==> config.mk <==
export PLATFORM = sky130hd
export DESIGN_NAME = gha_front
export DESIGN_NICKNAME = d
export VERILOG_FILES = /design/src/hw/rtl/gha_pkg.sv /design/src/hw/rtl/gha_front.sv
export SDC_FILE = /design/constraint.sdc
export NUM_CORES = 1
export LEC_CHECK = 0
export ABC_AREA = 1
export CAP_MARGIN = 15
export CORE_MARGIN = 5
export CORE_UTILIZATION = 40
export CTS_CLUSTER_DIAMETER = 50
export DETAILED_ROUTE_END_ITERATION = 7
export DONT_BUFFER_PORTS = 1
export PLACE_DENSITY_LB_ADDON = 0.1
export SLEW_MARGIN = 20
export SYNTH_ARGS = -nofsm -noshare
export SYNTH_HDL_FRONTEND = slang
export SYNTH_SLANG_ARGS = --single-unit
==> constraint.sdc <==
create_clock -name clk -period 1.4 [get_ports clk]
set_input_delay 0.28 -clock clk [delete_from_list [all_inputs] [get_ports clk]]
set_output_delay 0.28 -clock clk [all_outputs]
set_load 0.01 [all_outputs]
==> src/hw/rtl/gha_pkg.sv <==
`timescale 1ns / 1ps
package gha_pkg;

  localparam int unsigned SLOTS_DEF = 1024;

  localparam int unsigned HW  = 32;
  localparam int unsigned FW  = 24;
  localparam int unsigned GW  = 8;
  localparam int unsigned LCW = 11;

  localparam logic [1:0] KIND_CREATE  = 2'd0;
  localparam logic [1:0] KIND_DESTROY = 2'd1;
  localparam logic [1:0] KIND_QUERY   = 2'd2;

  localparam logic [1:0] STATUS_OK      = 2'd0;
  localparam logic [1:0] STATUS_INVALID = 2'd1;
  localparam logic [1:0] STATUS_FULL    = 2'd2;

  typedef enum logic [1:0] {
    OP_CREATE  = 2'd0,
    OP_DESTROY = 2'd1,
    OP_QUERY   = 2'd2,
    OP_NOP     = 2'd3
  } op_t;

  // One classified word passed from the front to the back.
  typedef struct packed {
    op_t             op;
    logic            bad;
    logic [FW-1:0]   idx;
    logic [GW-1:0]   gen;
  } cmd_t;

endpackage

==> src/hw/rtl/gha_front.sv <==
`timescale 1ns / 1ps
module gha_front #(
  parameter int unsigned SLOTS = gha_pkg::SLOTS_DEF
) (
  input  logic                   clk,
  input  logic                   rst_n,
  input  logic                   start,
  input  logic [1:0]             kind,
  input  logic [gha_pkg::HW-1:0] handle_in,
  input  logic                   done,
  output logic                   busy,
  output logic                   push,
  output gha_pkg::cmd_t          cmd
);

  logic                   busy_r, busy_nxt;
  logic [gha_pkg::FW-1:0] field;

  assign field = handle_in[gha_pkg::FW-1:0];
  assign push  = start && !busy_r;
  assign busy  = busy_r;

  always_comb begin
    case (kind)
      gha_pkg::KIND_CREATE:  cmd.op = gha_pkg::OP_CREATE;
      gha_pkg::KIND_DESTROY: cmd.op = gha_pkg::OP_DESTROY;
      gha_pkg::KIND_QUERY:   cmd.op = gha_pkg::OP_QUERY;
      default:               cmd.op = gha_pkg::OP_NOP;
    endcase
    // A zero index field, or one past the table, can never name a slot.
    cmd.bad = (field == '0) || ({1'b0, field} > (gha_pkg::FW + 1)'(SLOTS));
    cmd.idx = field - gha_pkg::FW'(1);
    cmd.gen = handle_in[gha_pkg::HW-1:gha_pkg::FW];
  end

  always_comb begin
    busy_nxt = busy_r;
    if (push) begin
      busy_nxt = 1'b1;
    end else if (done) begin
      busy_nxt = 1'b0;
    end
  end

  always_ff @(posedge clk) begin
    if (!rst_n) begin
      busy_r <= 1'b0;
    end else begin
      busy_r <= busy_nxt;
    end
  end

endmodule

==> impl_metrics.json <==
{
  "status": "completed",
  "ys_seq_area_share_pct": 2.26,
  "min_period_ns": 1.33,
  "worst_pin_slew_ns": 0.291,
  "placed_cell_area_um2": 905,
  "synthesis.nets": 192,
  "grt_overflow": 0,
  "nFillCells": 246,
  "syn_to_final_growth_pct": 7.06,
  "finalInstanceArea_um2": 948,
  "cp-end-kind": "output pin",
  "p_sw_uw": 104,
  "row_count": 17,
  "core_um2": 2170,
  "wire_per_inst_um": 13.2,
  "hold_violations": 0,
  "synth_area_um2": 886,
  "maxCapViolCount": 0,
  "grt_usage_pct": 13.7,
  "leakage_nw": 0.392,
  "clk_pin_slew_ns": 0,
  "clkPwrFrac_pct": 0,
  "p_int_uw": 91.0,
  "rsz0062_at_grt": "false",
  "worstPathArrival_ns": 1.05,
  "rr_endpoint": "busy$_SDFFE_PN0P_",
  "max_slew_margin_pct": 80.5,
  "r2r_setup_slack_ns": 0.60,
  "rr_startpoint": "busy$_SDFFE_PN0P_",
  "place_congestion": 0.753,
  "hold_start": "rst_n",
  "cts-hold-fix-buffers": 0,
  "dr.first_iter.drc_count": 20,
  "r2r_cells": 2,
  "diodes": 0,
  "p_total_uw": 195,
  "largest_register_ff_count": 1,
  "start_util_pct": 40.8,
  "routed_wl_um": 2280,
  "dr.pass1.iters": 5,
  "worstSetupPathType": "primary input to output pin",
  "multi_input_area_um2": 792,
  "yosys_warnings": 0,
  "seqCellArea_um2": 20.0,
  "post-route-util_pct": 43.7,
  "fin_crit_sh_pct": 95.2,
  "synth.top_cell.area_share_pct": 14.8,
  "nets": 187,
  "crit_path_max_fanout": 4,
  "drv_slew": 0,
  "die-area_um2": 3260,
  "avgViaCountPerCell": 4.92,
  "irDropWorstVdd_mv": 0.177,
  "dp.final_hpwl_um": 2080,
  "die_x_um": 57.1,
  "synth_top_area_cell": "nand2_1",
  "finalSetupViolCount": 0,
  "finClkSkew_ns": 0,
  "min_to": "busy$_SDFFE_PN0P_",
  "io-pin-count": 75,
  "crit_required_ns": 1.12,
  "syn_inst": 152,
  "grt_pass1_vias": 854,
  "final_cell_mix": "nand2_1, nor2_1, inv_1",
  "drc": 0,
  "drive_gt1_share_pct": 28.3,
  "ys_seq_elements": 1,
  "antenna_found_initial": 0,
  "vias": 851,
  "crit_start": "handle_in[0]",
  "grt_max_degree": 7,
  "final_cells": 173,
  "place_inst": 173,
  "fmax_mhz": 750,
  "portBuffers": 0,
  "seqPwrFrac_pct": 17.4,
  "min_path_type": "primary input to flop",
  "layout_commonest_cell": "nand2_1",
  "p_per_area_nw_per_um2": 206,
  "fin_tns_setup_ns": 0,
  "min_path_cells": 1,
  "synth_cell_type_count": 23,
  "die-height_um": 57.1,
  "grt_pass1_wl_um": 3770,
  "clock_latency_ns": 0,
  "switching_share_pct": 53.4,
  "ant_nets": 0,
  "synthTopCellsByArea": "nand2_1, nor2_4, xor2_1",
  "comb_power_share_pct": 82.6,
  "syn_avg_cell_area_um2": 5.83,
  "worstSetupStartpointType": "primary input"
}
routing by layer:
layer	up-vias	routed length, um	track usage, %
met2	44	1090	25.3
met3	2	319	5.88
met1	363	862	15.2
met4	0	2	0.662
met5	-	0	0
li1	442	-	-
cells in the mapped netlist, drive strengths merged:
| master | number |
|---|---|
| buf | 8 |
| inv | 20 |
| ha | 2 |
| nand2 | 43 |
| nand3b | 1 |
| nor3b | 1 |
| nor3 | 1 |
| o21a | 1 |
| nand4 | 6 |
| nor2 | 40 |
| or2 | 1 |
| dfxtp | 1 |
| nand3 | 10 |
| xor2 | 10 |
| clkbuf | 2 |
| xnor2 | 5 |
per-stage QoR:
step | hold slack (ns) | worst slack (ns)
6_report | 0.400 | 0.0666
5_1_grt | 0.432 | 0.00693
4_1_cts | 0.402 | 0.00483
3_5_place_dp | 0.402 | -0.00273
3_3_place_gp | 0.399 | 0.0265
2_1_floorplan | 0.397 | 0.0145
critical path: stages:
cell	delay (ns)
clkinvlp_4	0.10
ha_4	0.20
nand2_8	0.09
inv_2	0.06
nand2_1	0.07
xnor2_1	0.11
buf_4	0.14
how the worst max path moves through the flow:
stage / to / slack, ns / cells past startpoint
2_1_floorplan: cmd[20] / 0.01 / 6
3_3_place_gp: cmd[18] / 0.03 / 7
3_5_place_dp: cmd[18] / -0.003 / 7
4_1_cts: cmd[18] / 0.005 / 7
5_1_grt: cmd[14] / 0.007 / 5
6_report: cmd[18] / 0.07 / 7
cell type report:
cell class,count,area share [%]
timing repair buffer,3,2.37
tap,28,3.69
inverter,20,8.31
multi-input combinational,121,83.5
sequential,1,2.11
logic make-up (layout without fill, tap and decap cells):
family | count (synthesis) | after routing | synth area share (%)
buffers and inverters | 30 | 23 | 16.1
AO/OA/AOI/OAI | 1 | 1 | 0.848
adder cells (fa/ha/maj) | 2 | 2 | 2.82
XOR/XNOR | 15 | 15 | 14.8
flip-flops | 1 | 1 | 2.26
AND/OR/NAND/NOR | 103 | 103 | 63.1
timing repair:
item,CTS,global route
pin swaps,1,3
setup buffers,0,0
setup endpoints to repair,1,10
gates resized for setup,0,7
power by group through the flow:
stage               registers [mW]  clock network [mW]  logic (mW)
floorplan                   0.0336                   0       0.160
global placement            0.0340                   0       0.155
detailed placement          0.0340                   0       0.156
CTS                         0.0340                   0       0.157
global route                0.0343                   0       0.180
finish                      0.0339                   0       0.161
Note: power is estimated with default switching activity, not from simulation.
