--- src/hw/rtl/gha_pkg.sv ---
`timescale 1ns / 1ps
package gha_pkg;

  localparam int unsigned SLOTS_DEF = 1024;

  localparam int unsigned HW  = 32;
  localparam int unsigned FW  = 24;
  localparam int unsigned GW  = 8;
  localparam int unsigned LCW = 11;

  localparam logic [1:0] KIND_CREATE  = 2'd0;
  localparam logic [1:0] KIND_DESTROY = 2'd1;
  localparam logic [1:0] KIND_QUERY   = 2'd2;

  localparam logic [1:0] STATUS_OK      = 2'd0;
  localparam logic [1:0] STATUS_INVALID = 2'd1;
  localparam logic [1:0] STATUS_FULL    = 2'd2;

  typedef enum logic [1:0] {
    OP_CREATE  = 2'd0,
    OP_DESTROY = 2'd1,
    OP_QUERY   = 2'd2,
    OP_NOP     = 2'd3
  } op_t;

  // One classified word passed from the front to the back.
  typedef struct packed {
    op_t             op;
    logic            bad;
    logic [FW-1:0]   idx;
    logic [GW-1:0]   gen;
  } cmd_t;

endpackage

--- src/hw/rtl/gha_queue.sv ---
`timescale 1ns / 1ps
module gha_queue (
  input  logic          clk,
  input  logic          rst_n,
  input  logic          push,
  input  gha_pkg::cmd_t push_data,
  input  logic          pop,
  output logic          empty,
  output gha_pkg::cmd_t head
);

  gha_pkg::cmd_t q_r [2];
  logic          wr_ptr_r, wr_ptr_nxt;
  logic          rd_ptr_r, rd_ptr_nxt;
  logic [1:0]    cnt_r, cnt_nxt;

  assign empty = (cnt_r == 2'd0);
  assign head  = q_r[rd_ptr_r];

  always_comb begin
    wr_ptr_nxt = push ? ~wr_ptr_r : wr_ptr_r;
    rd_ptr_nxt = pop ? ~rd_ptr_r : rd_ptr_r;
    cnt_nxt    = cnt_r + 2'(push) - 2'(pop);
  end

  always_ff @(posedge clk) begin
    if (!rst_n) begin
      wr_ptr_r <= 1'b0;
      rd_ptr_r <= 1'b0;
      cnt_r    <= 2'd0;
    end else begin
      wr_ptr_r <= wr_ptr_nxt;
      rd_ptr_r <= rd_ptr_nxt;
      cnt_r    <= cnt_nxt;
    end
  end

  always_ff @(posedge clk) begin
    if (push) begin
      q_r[wr_ptr_r] <= push_data;
    end
  end

endmodule

--- config.mk ---
export PLATFORM = sky130hd
export DESIGN_NAME = gha_queue
export DESIGN_NICKNAME = d
export VERILOG_FILES = /design/src/hw/rtl/gha_pkg.sv /design/src/hw/rtl/gha_queue.sv
export SDC_FILE = /design/constraint.sdc
export NUM_CORES = 1
export LEC_CHECK = 0
export ABC_AREA = 0
export BUFFER_PORTS_ARGS = -buffer_cell sky130_fd_sc_hd__buf_4
export CELL_PAD_IN_SITES_DETAIL_PLACEMENT = 0
export CELL_PAD_IN_SITES_GLOBAL_PLACEMENT = 2
export CORE_MARGIN = 2
export CORE_UTILIZATION = 40
export CTS_BUF_LIST = sky130_fd_sc_hd__clkbuf_4 sky130_fd_sc_hd__clkbuf_8
export DETAILED_ROUTE_END_ITERATION = 12
export GPL_ROUTABILITY_DRIVEN = 0
export PLACE_DENSITY_LB_ADDON = 0.1
export SLEW_MARGIN = 40
export SYNTH_ARGS = -nofsm -noshare
export SYNTH_HDL_FRONTEND = slang
export SYNTH_SLANG_ARGS = --single-unit
--- constraint.sdc ---
create_clock -name clk -period 3.2 [get_ports clk]
set_input_delay 0.48 -clock clk [delete_from_list [all_inputs] [get_ports clk]]
set_output_delay 0.48 -clock clk [all_outputs]
set_load 0.01 [all_outputs]
==> metrics.txt, run 1 <==
status=finished, final reports clean; Synth Cell Area=between 2000 and 3000 sq um; Comb power frac=between 10% and 20%; Root Buffer=clkbuf_8; drt wl/cell=around 15 microns; Num Clock Sinks=75; Hold Crit Class=in2reg; Cells on Worst Hold Path=1; RSZ-0062 raised after global routing=no; # IOs=75; antenna fix cells=0; TritonCTS clock tree=built; post-synth cell types=14; power per cell area=~600 nW/um^2; fin crit period=approximately 2200 ps; crit path kind=reg2out; critical path endpoint category=primary output; Layout area overhead=29.91%; reg2reg path depth=2; total negative slack=0 ps; GR Layer Usage met1=between 10% and 20%; via/cell ratio=approximately 4.4; sw frac=a little over a fifth; IO buf count=between 70 and 80; hold_ws=approximately 330 ps; initial antenna violation count=0; Critical Path RT=2720 ps; GRT Util Overall=12.29%; Yosys warnings=0; clock skew=between 4 and 5 ps; first-pass GRT wire length=6927 microns; Syn Inst Count=around 130; Starting Density=about two fifths; post-synthesis sequential area ratio=around three quarters; GR Layer Usage met3=between 3 and 4%; Data arrival, critical path=between 1500 and 2000 ps; most frequent cells in the layout=75 x buf_4, 70 x edfxtp_1, 30 x mux2_4; initial DRC count=63; Via Count=1393; GR peak layer=met2; commonest non-fill, non-tap cell in the layout=buf_4; count of state elements after synthesis=75; Leakage=1.487 nW; crit-path cells=buf_12 -> mux2_2 -> buf_4; cts repair resizes=0; Internal Power=about 1.8 mW; Reg2Reg Capture Point=q_r[0][23]$_DFFE_PP_; TritonCTS Buffers=9; Worst path max stage delay=640 ps; Avg Cell Area, Syn=about 22 sq um; Hold-fix buffers, CTS=0; DRT Wirelength=4636 microns; layout cells sized above 1=around three fifths; Core ar.=just over 7000 sq um; syn nets=170; die area=slightly below 8000 sq um; Initial DRT Pass Iterations=4; Slew Viols, Final=0; Hold Path Origin=push_data[33]; setup slack, reg-to-reg=around 1800 ps; Final Cycle Share=~69%; Rows=31; Reg2Reg Launch Point=wr_ptr_r$_SDFFE_PN0P_; Design Power=about 2.2 mW; Hold Fails Final Rpt=0; Slowest cell on crit path=dfxtp_2; fin nets=~250; CTS max path bufs=2; Finish-stage setup viols=0; Placed Instance Area=around 3500 sq um; drt drc=0; post-route cell area=3766 sq um; Die Y=between 80 and 90 microns; relative slew slack=67.16%; Worst-Margin Slew=between 400 and 500 ps; global routing usage on met2=21.21%; gr ovfl total=0; Max Cap Violations=0; Post-CTS Setup Bufs=0; crit path launch type=flop; maximum clock rate=0.4498 GHz; Clock power frac=a little over a third; net switching power=around 470 uW; Routed Antenna Nets=0; worst skew pair latency=about 330 ps; Max IR drop VDD=roughly 0.27 mV; vias in the first global route=1500; sequential power share=between 50% and 60%; largest net degree at the start of global routing=36; clk slew on worst S/H paths=approximately 70 ps; Max FO, Critical Path=22; Hold EP=q_r[1][33]$_DFFE_PP_; H-tree levels=3; Die W=~89 microns
## how the worst max path moves through the flow
stage | startpoint | end | slack, ps | depth (start not counted)
global route | flop | head[0] | 890 | 3
detailed placement | flop | head[2] | 1300 | 3
CTS | flop | head[2] | 930 | 3
floorplan | push | q_r[0][0]$_DFFE_PP_ | 680 | 1
global placement | flop | head[1] | 1340 | 3
finish | flop | head[2] | 980 | 3
## metrics by stage
step           util [%]  instances  worst slack, ps
4_1_cts           52.75        316            929.8
5_1_grt           52.77        316            892.1
3_3_place_gp      49.67        300             1339
6_report          52.77        316            976.8
3_5_place_dp      49.67        300             1300
2_1_floorplan         -        129            680.8
## kinds of logic (layout without fill, tap and decap cells)
logic type               count (synthesis)  count (layout)  synth area share (%)
AO/OA/AOI/OAI                            1               1                0.2591
XOR/XNOR                                 2               2                 1.079
adder cells (fa/ha/maj)                  2               2                0.8630
buffers and inverters                    6              94                 2.719
flip-flops                              75              75                 75.96
multiplexers                            35              35                 17.48
AND/OR/NAND/NOR                          8               8                 1.640
## worst max-delay path: cells and delay by family (launching register included)
kind | cells | cell delay (ps)
muxes | 1 | 360
buffers and inverters | 2 | 410
DFF | 1 | 640
## routing by layer
metal  up-vias  routed length [microns]
met1       686                     1742
li1        661                        -
met4         0                       63
met2        40                     2600
met3         6                      229
met5         -                        0
## area by class of cell
type / count / area, sq um
Clock buffer: 10 / 131.4
Clock inverter: 6 / 88.84
Fill cell: 634 / 3371
Inverter: 2 / 7.507
Multi-Input combinational cell: 48 / 628.1
Sequential cell: 75 / 2203
Tap cell: 99 / 123.9
Timing Repair Buffer: 76 / 583.1
## synthesized netlist by cell type (all sizes together)
cell type  count  share of area, %
and2           4              0.86
buf            4               2.5
dfxtp          5               3.5
edfxtp        70                73
ha             2              0.86
inv            2              0.26
mux2          35                17
nor2           1              0.13
nor2b          3              0.65
o21a           1              0.26
xnor3          1              0.78
xor2           1              0.30
## power by group through the flow
stage / Combinational [mW] / Sequential, mW / Clock, mW
finish: 0.295 / 1.16 / 0.776
global route: 0.320 / 1.16 / 0.846
CTS: 0.302 / 1.16 / 0.800
detailed placement: 0.301 / 1.18 / 0
global placement: 0.292 / 1.18 / 0
floorplan: 0.184 / 1.17 / 0
## registers in the layout (all words and copies together), names as in the netlist, named ones only
signal,cells
rd_ptr_r,1
cnt_r,2
q_r,70
wr_ptr_r,1
Note: power is estimated with default switching activity, not from simulation.
==> inputs of run 2 (changes only) <==
==> constraint.sdc (replaced) <==
create_clock -name clk -period 2.1 [get_ports clk]
set_input_delay 0.315 -clock clk [delete_from_list [all_inputs] [get_ports clk]]
set_output_delay 0.315 -clock clk [all_outputs]
set_load 0.01 [all_outputs]
==> metrics.txt, run 2 (synthesis results as in run 1) <==
status=finished, final reports clean; Reg2Reg Capture Point=q_r[1][3]$_DFFE_PP_; CP bufs+invs=2 (unchanged); RSZ-0062 raised after global routing=no; Leakage=1.509 nW (+1.4%); Post-Place Cells=303 (+1.0%); Rows=31 (unchanged); critical path endpoint category=primary output; sequential power share=51.5% (-0.4 points); H-tree levels=3 (unchanged); Hold-fix buffers, CTS=0 (unchanged); Final Cycle Share=about nine tenths; Hold Crit Class=in2reg; max reg flops=70 (unchanged); drt wl/cell=14.69 microns (+0.13%); Routed Antenna Nets=0 (unchanged); cell family with most CP delay=flip-flops; largest net degree at the start of global routing=22 (-39%); clock skew=5.100 ps (+0.3870 ps); drt drc=0 (unchanged); crit path kind=reg2out; Data arrival, critical path=1590 ps (-150 ps); register bank with the most flops=q_r; hold_ws=156.4 ps (-171.9 ps); Slew Viols, Final=0 (unchanged); layout cells sized above 1=60.45% (+0.55 points); crit-path cells=buf_4 -> mux2_4 -> buf_4; total negative slack=0 ps (unchanged); relative slew slack=70.45% (+3.3 points); Num Clock Sinks=75 (unchanged); Root Buffer=clkbuf_8; post-route cell area=3801 sq um (+0.93%); initial antenna violation count=0 (unchanged); Cells on Worst Hold Path=1 (unchanged); Placed Instance Area=3580 sq um (+0.99%); power per cell area=898.0 nW/um^2 (+52%); crit path launch type=flop; Stages on worst setup path=3 (unchanged); TritonCTS Buffers=9 (unchanged); clk slew on worst S/H paths=80 ps (about the same); Internal Power=2.692 mW (+53%); TritonCTS clock tree=built; Max Cap Violations=0 (unchanged); maximum clock rate=0.5238 GHz; Max FO, Critical Path=10 (-55%); Worst-Margin Slew=443.3 ps (-49.40 ps); Comb power frac=13.6% (+0.4 points); biggest regs=q_r (70), cnt_r (2); Die Y=89.13 microns (unchanged); hpwl dp=between 3000 and 4000 microns; setup slack, reg-to-reg=730 ps (-1030 ps); worst skew pair latency=340 ps (about the same); vias in the first global route=1416 (-5.6%); antenna fix cells=0 (unchanged); Clock power frac=34.9% (about the same); IO buf count=74 (unchanged); Setup crit end=head[29]; fin crit period=1909 ps; Reg2Reg Launch Point=wr_ptr_r$_SDFFE_PN0P_; gr ovfl total=0 (unchanged); reg2reg path depth=2 (unchanged); Worst path max stage delay=510 ps (-130 ps); Critical Path RT=1780 ps (-940 ps); Initial DRT Pass Iterations=4 (unchanged); Slowest cell on crit path=dfxtp_2; Hold Fails Final Rpt=0 (unchanged); Core ar.=7137 sq um (unchanged); most frequent cells in the layout=77 x buf_4, 70 x edfxtp_1, 30 x mux2_4; net switching power=721.2 uW (+55%); Die W=89.13 microns (unchanged); fin nets=256 (+1.2%); cts repair resizes=0 (unchanged); initial DRC count=82 (+30%); via/cell ratio=4.326 (-1.9%); post-route insts no fill=319 (+0.95%); commonest non-fill, non-tap cell in the layout=buf_4; GRT Util Overall=12.48% (+0.18 points); CTS max path bufs=2 (unchanged); Setup WS pre-CTS=538.7 ps (-761.4 ps); sw frac=21.13% (+0.23 points); Post-CTS Setup Bufs=0 (unchanged); # IOs=75 (unchanged); Finish-stage setup viols=0 (unchanged); first-pass GRT wire length=6865 microns (-0.90%); Crit path top cell by count=buf_4; final worst slack=190.8 ps (-786.0 ps); Layout area overhead=31.12%; Starting Density=40.62% (unchanged); Max IR drop VDD=0.4847 mV (+77%); Via Count=1380 (-0.93%); die area=7944 sq um (unchanged); DRT Wirelength=4686 microns (+1.1%)
==> run 2: cell types whose count changed in the layout (fill, tap and decap cells not counted) <==
cell,delta
clkinv_4,+2
and2_4,-1
inv_6,-1
and2_2,+1
buf_12,+1
buf_4,+2
clkinvlp_4,-1
==> run 2: worst reg2reg max path, delay by kind of cell (launching register included) <==
kind / cells / cell delay, ps
buf+inv: 1 / 240
simple gates: 1 / 450
flops: 1 / 390
==> run 2: final cells by class <==
class | count | area [sq um]
Clock buffer | 10 | 131.4
Sequential cell | 75 | 2203
Timing Repair Buffer | 79 | 618.1
Tap cell | 99 | 123.9
Fill cell | 605 | 3336
Multi-Input combinational cell | 48 | 626.9
Inverter | 2 | 7.507
Clock inverter | 6 | 90.09
==> run 2: per-layer routing <==
layer / global-route usage, % / wire length [microns]
met1: 13.98 / 1862
met2: 20.13 / 2443
met3: 5.263 / 296
met4: 6.920 / 84
met5: 0 / 0
==> run 2: how the worst min path moves through the flow <==
stage	from	end	slack [ps]
floorplan	push_data[0]	q_r[0][0]$_DFFE_PP_	410
global placement	push_data[2]	q_r[0][2]$_DFFE_PP_	500
detailed placement	push_data[18]	q_r[1][18]$_DFFE_PP_	500
CTS	push_data[8]	q_r[1][8]$_DFFE_PP_	140
global route	push_data[8]	q_r[1][8]$_DFFE_PP_	130
finish	push_data[8]	q_r[1][8]$_DFFE_PP_	160
==> run 2: power groups by stage <==
stage,clock network (mW),registers [mW],logic [mW]
3_5_place_dp,0,1.79,0.473
6_report,1.19,1.76,0.465
2_1_floorplan,0,1.78,0.281
5_1_grt,1.30,1.77,0.501
4_1_cts,1.23,1.76,0.476
3_3_place_gp,0,1.79,0.463
==> run 2: stage by stage <==
| stage | util [%] | power, mW |
|---|---|---|
| finish | 53.26 | 3.413 |
| global route | 53.26 | 3.567 |
| CTS | 53.26 | 3.462 |
| detailed placement | 50.16 | 2.267 |
| global placement | 50.16 | 2.252 |
| floorplan | - | 2.059 |
==> inputs of run 3 (changes only) <==
--- a/config.mk
+++ b/config.mk
@@ -9,6 +9,7 @@
 export BUFFER_PORTS_ARGS = -buffer_cell sky130_fd_sc_hd__buf_4
 export CELL_PAD_IN_SITES_DETAIL_PLACEMENT = 0
 export CELL_PAD_IN_SITES_GLOBAL_PLACEMENT = 2
+export CORE_ASPECT_RATIO = 2
 export CORE_MARGIN = 2
 export CORE_UTILIZATION = 40
 export CTS_BUF_LIST = sky130_fd_sc_hd__clkbuf_4 sky130_fd_sc_hd__clkbuf_8
==> constraint.sdc (replaced) <==
create_clock -name clk -period 2.1 [get_ports clk]
set_input_delay 0.42 -clock clk [delete_from_list [all_inputs] [get_ports clk]]
set_output_delay 0.42 -clock clk [all_outputs]
set_load 0.01 [all_outputs]
==> metrics.txt, run 3 (synthesis results as in run 1) <==
Hold Path Origin=push_data[9]; Max IR drop VDD=0.5988 mV (+24%); antenna fix cells=0 (unchanged); Root Buffer=clkbuf_8; met3 wire length=245 microns (-17%); Via Count=1421 (+3.0%); CTS max path bufs=2 (unchanged); Slew Viols, Final=0 (unchanged); final core occ=53.17% (-0.094 points); relative slew slack=68.06% (-2.4 points); H-tree levels=3 (unchanged); crit path kind=reg2out; Hold Fails Final Rpt=0 (unchanged); Layout area overhead=28.27%; Rows=43 (+39%); Reg2Reg Capture Point=q_r[1][24]$_DFFE_PP_; first-pass GRT wire length=7521 microns (+9.6%); crit-path cells=buf_4 -> mux2_2 -> buf_4; Cells on Worst Hold Path=1 (unchanged); Hold Crit Class=in2reg; Post-CTS Setup Bufs=0 (unchanged); biggest regs=q_r (70), cnt_r (2); fin crit period=1924 ps (+14.43 ps); status=finished, final reports clean; Core ar.=6994 sq um (-2.0%); Reg2Reg Launch Point=wr_ptr_r$_SDFFE_PN0P_; max reg flops=70 (unchanged); Die Y=124.4 microns (+40%); cts repair resizes=0 (unchanged); die area=7986 sq um (+0.52%); register bank with the most flops=q_r; FF+latch area=2203 sq um (unchanged); Final Cycle Share=91.60% (+0.69 points); GRT Util Overall=13.28% (+0.80 points); area of the multi-input gates=626.9 sq um (unchanged); Hold-fix buffers, CTS=0 (unchanged); crit path launch type=flop; hpwl dp=3401 microns (+4.0%); Worst-Margin Slew=479.1 ps (+35.82 ps); setup slack, reg-to-reg=720 ps (about the same); via/cell ratio=4.629 (+7.0%); maximum clock rate=0.5198 GHz (-0.75%); # IOs=75 (unchanged); post-route insts no fill=307 (-3.8%); initial antenna violation count=0 (unchanged); fin nets=255 (-0.39%); Worst path max stage delay=380 ps (-130 ps); critical path endpoint category=primary output; initial DRC count=46 (-44%); RSZ-0062 raised after global routing=no; met1 WL=1615 microns (-13%); total negative slack=0 ps (unchanged); layout cells sized above 1=58.53% (-1.9 points); Max FO, Critical Path=19 (+9); vias in the first global route=1554 (+9.7%); Post-Place Cells=293 (-3.3%); drt wl/cell=15.74 microns (+7.2%); Die W=64.20 microns (-28%); power per cell area=858.9 nW/um^2 (-4.4%); highest metal used=met4; Data arrival, critical path=1500 ps (-90 ps); Finish-stage setup viols=0 (unchanged); Critical Path RT=1680 ps (-100 ps); drt drc=0 (unchanged); commonest non-fill, non-tap cell in the layout=buf_4; reg2reg path depth=2 (unchanged); Slowest cell on crit path=mux2_2; DRT Wirelength=4833 microns (+3.1%); largest net degree at the start of global routing=37 (+68%); Leakage=1.478 nW (-2.1%); Fill cells=617 (+2.0%); Max Cap Violations=0 (unchanged); gr ovfl total=0 (unchanged); Num Clock Sinks=75 (unchanged); Starting Density=41.45% (+0.83 points); Initial DRT Pass Iterations=3 (-1); Hold EP=q_r[1][9]$_DFFE_PP_; TritonCTS clock tree=built; clk slew on worst S/H paths=70 ps (about the same); worst skew pair latency=340 ps (about the same); Crit path top cell by count=buf_4; Routed Antenna Nets=0 (unchanged); TritonCTS Buffers=9 (unchanged); clock skew=4.053 ps (-1.047 ps); most frequent cells in the layout=77 x buf_4, 70 x edfxtp_1, 30 x mux2_4; Routed met2 length=2799 microns (+15%); IO buf count=74 (unchanged)
[run 3: changes by cell type in the layout (fill, tap and decap cells not counted), sizes merged]
| cell | change |
|---|---|
| clkbuf | -1 |
| buf | -1 |
| bufinv | -1 |
| clkinv | +1 |
| clkinvlp | -1 |
[run 3: layout make-up]
cell class              count  share of cell area [%]
clock inverters             5                   1.245
inverters                   2                  0.2019
flip-flops and latches     75                   59.25
repair buffers             78                   16.08
well taps                  90                   3.028
clock buffers               9                   3.331
multi-input cells          48                   16.86
[run 3: report_power, final]
group | leakage (nW) | internal [mW] | total [mW] | switching, mW
Clock | 0.0875 | 0.521 | 0.974 | 0.454
Combinational | 0.691 | 0.278 | 0.467 | 0.190
Sequential | 0.699 | 1.73 | 1.75 | 0.0255
Total | 1.48 | 2.52 | 3.19 | 0.669
[run 3: metal layers]
layer | up-vias | track usage, %
met4 | 0 | 9.262
li1 | 666 | -
met1 | 692 | 12.71
met5 | - | 0
met2 | 50 | 23.35
met3 | 13 | 3.884
[run 3: worst max-delay path, delay by kind of cell, from the launching register on]
| family | cells | cell delay, ps |
|---|---|---|
| buffers and inverters | 2 | 470 |
| flip-flops | 1 | 320 |
| multiplexers | 1 | 380 |
[run 3: how the worst max path moves through the flow]
stage / from / endpoint
final: flop / head[1]
after global routing: flop / head[2]
after CTS: flop / head[34]
after detailed placement: flop / head[1]
after global placement: flop / head[2]
after floorplan: push / q_r[0][0]$_DFFE_PP_
[run 3: through the flow]
step	hold WS (ps)	power [mW]	setup slack, ps	area [sq um]
after global routing	239.4	3.334	98.04	3719
after detailed placement	573.9	2.260	514.7	3548
after CTS	236.6	3.252	129.6	3719
after floorplan	518.9	2.059	304.4	2902
after global placement	575.1	2.241	545.6	3548
final	263.6	3.194	176.3	3719
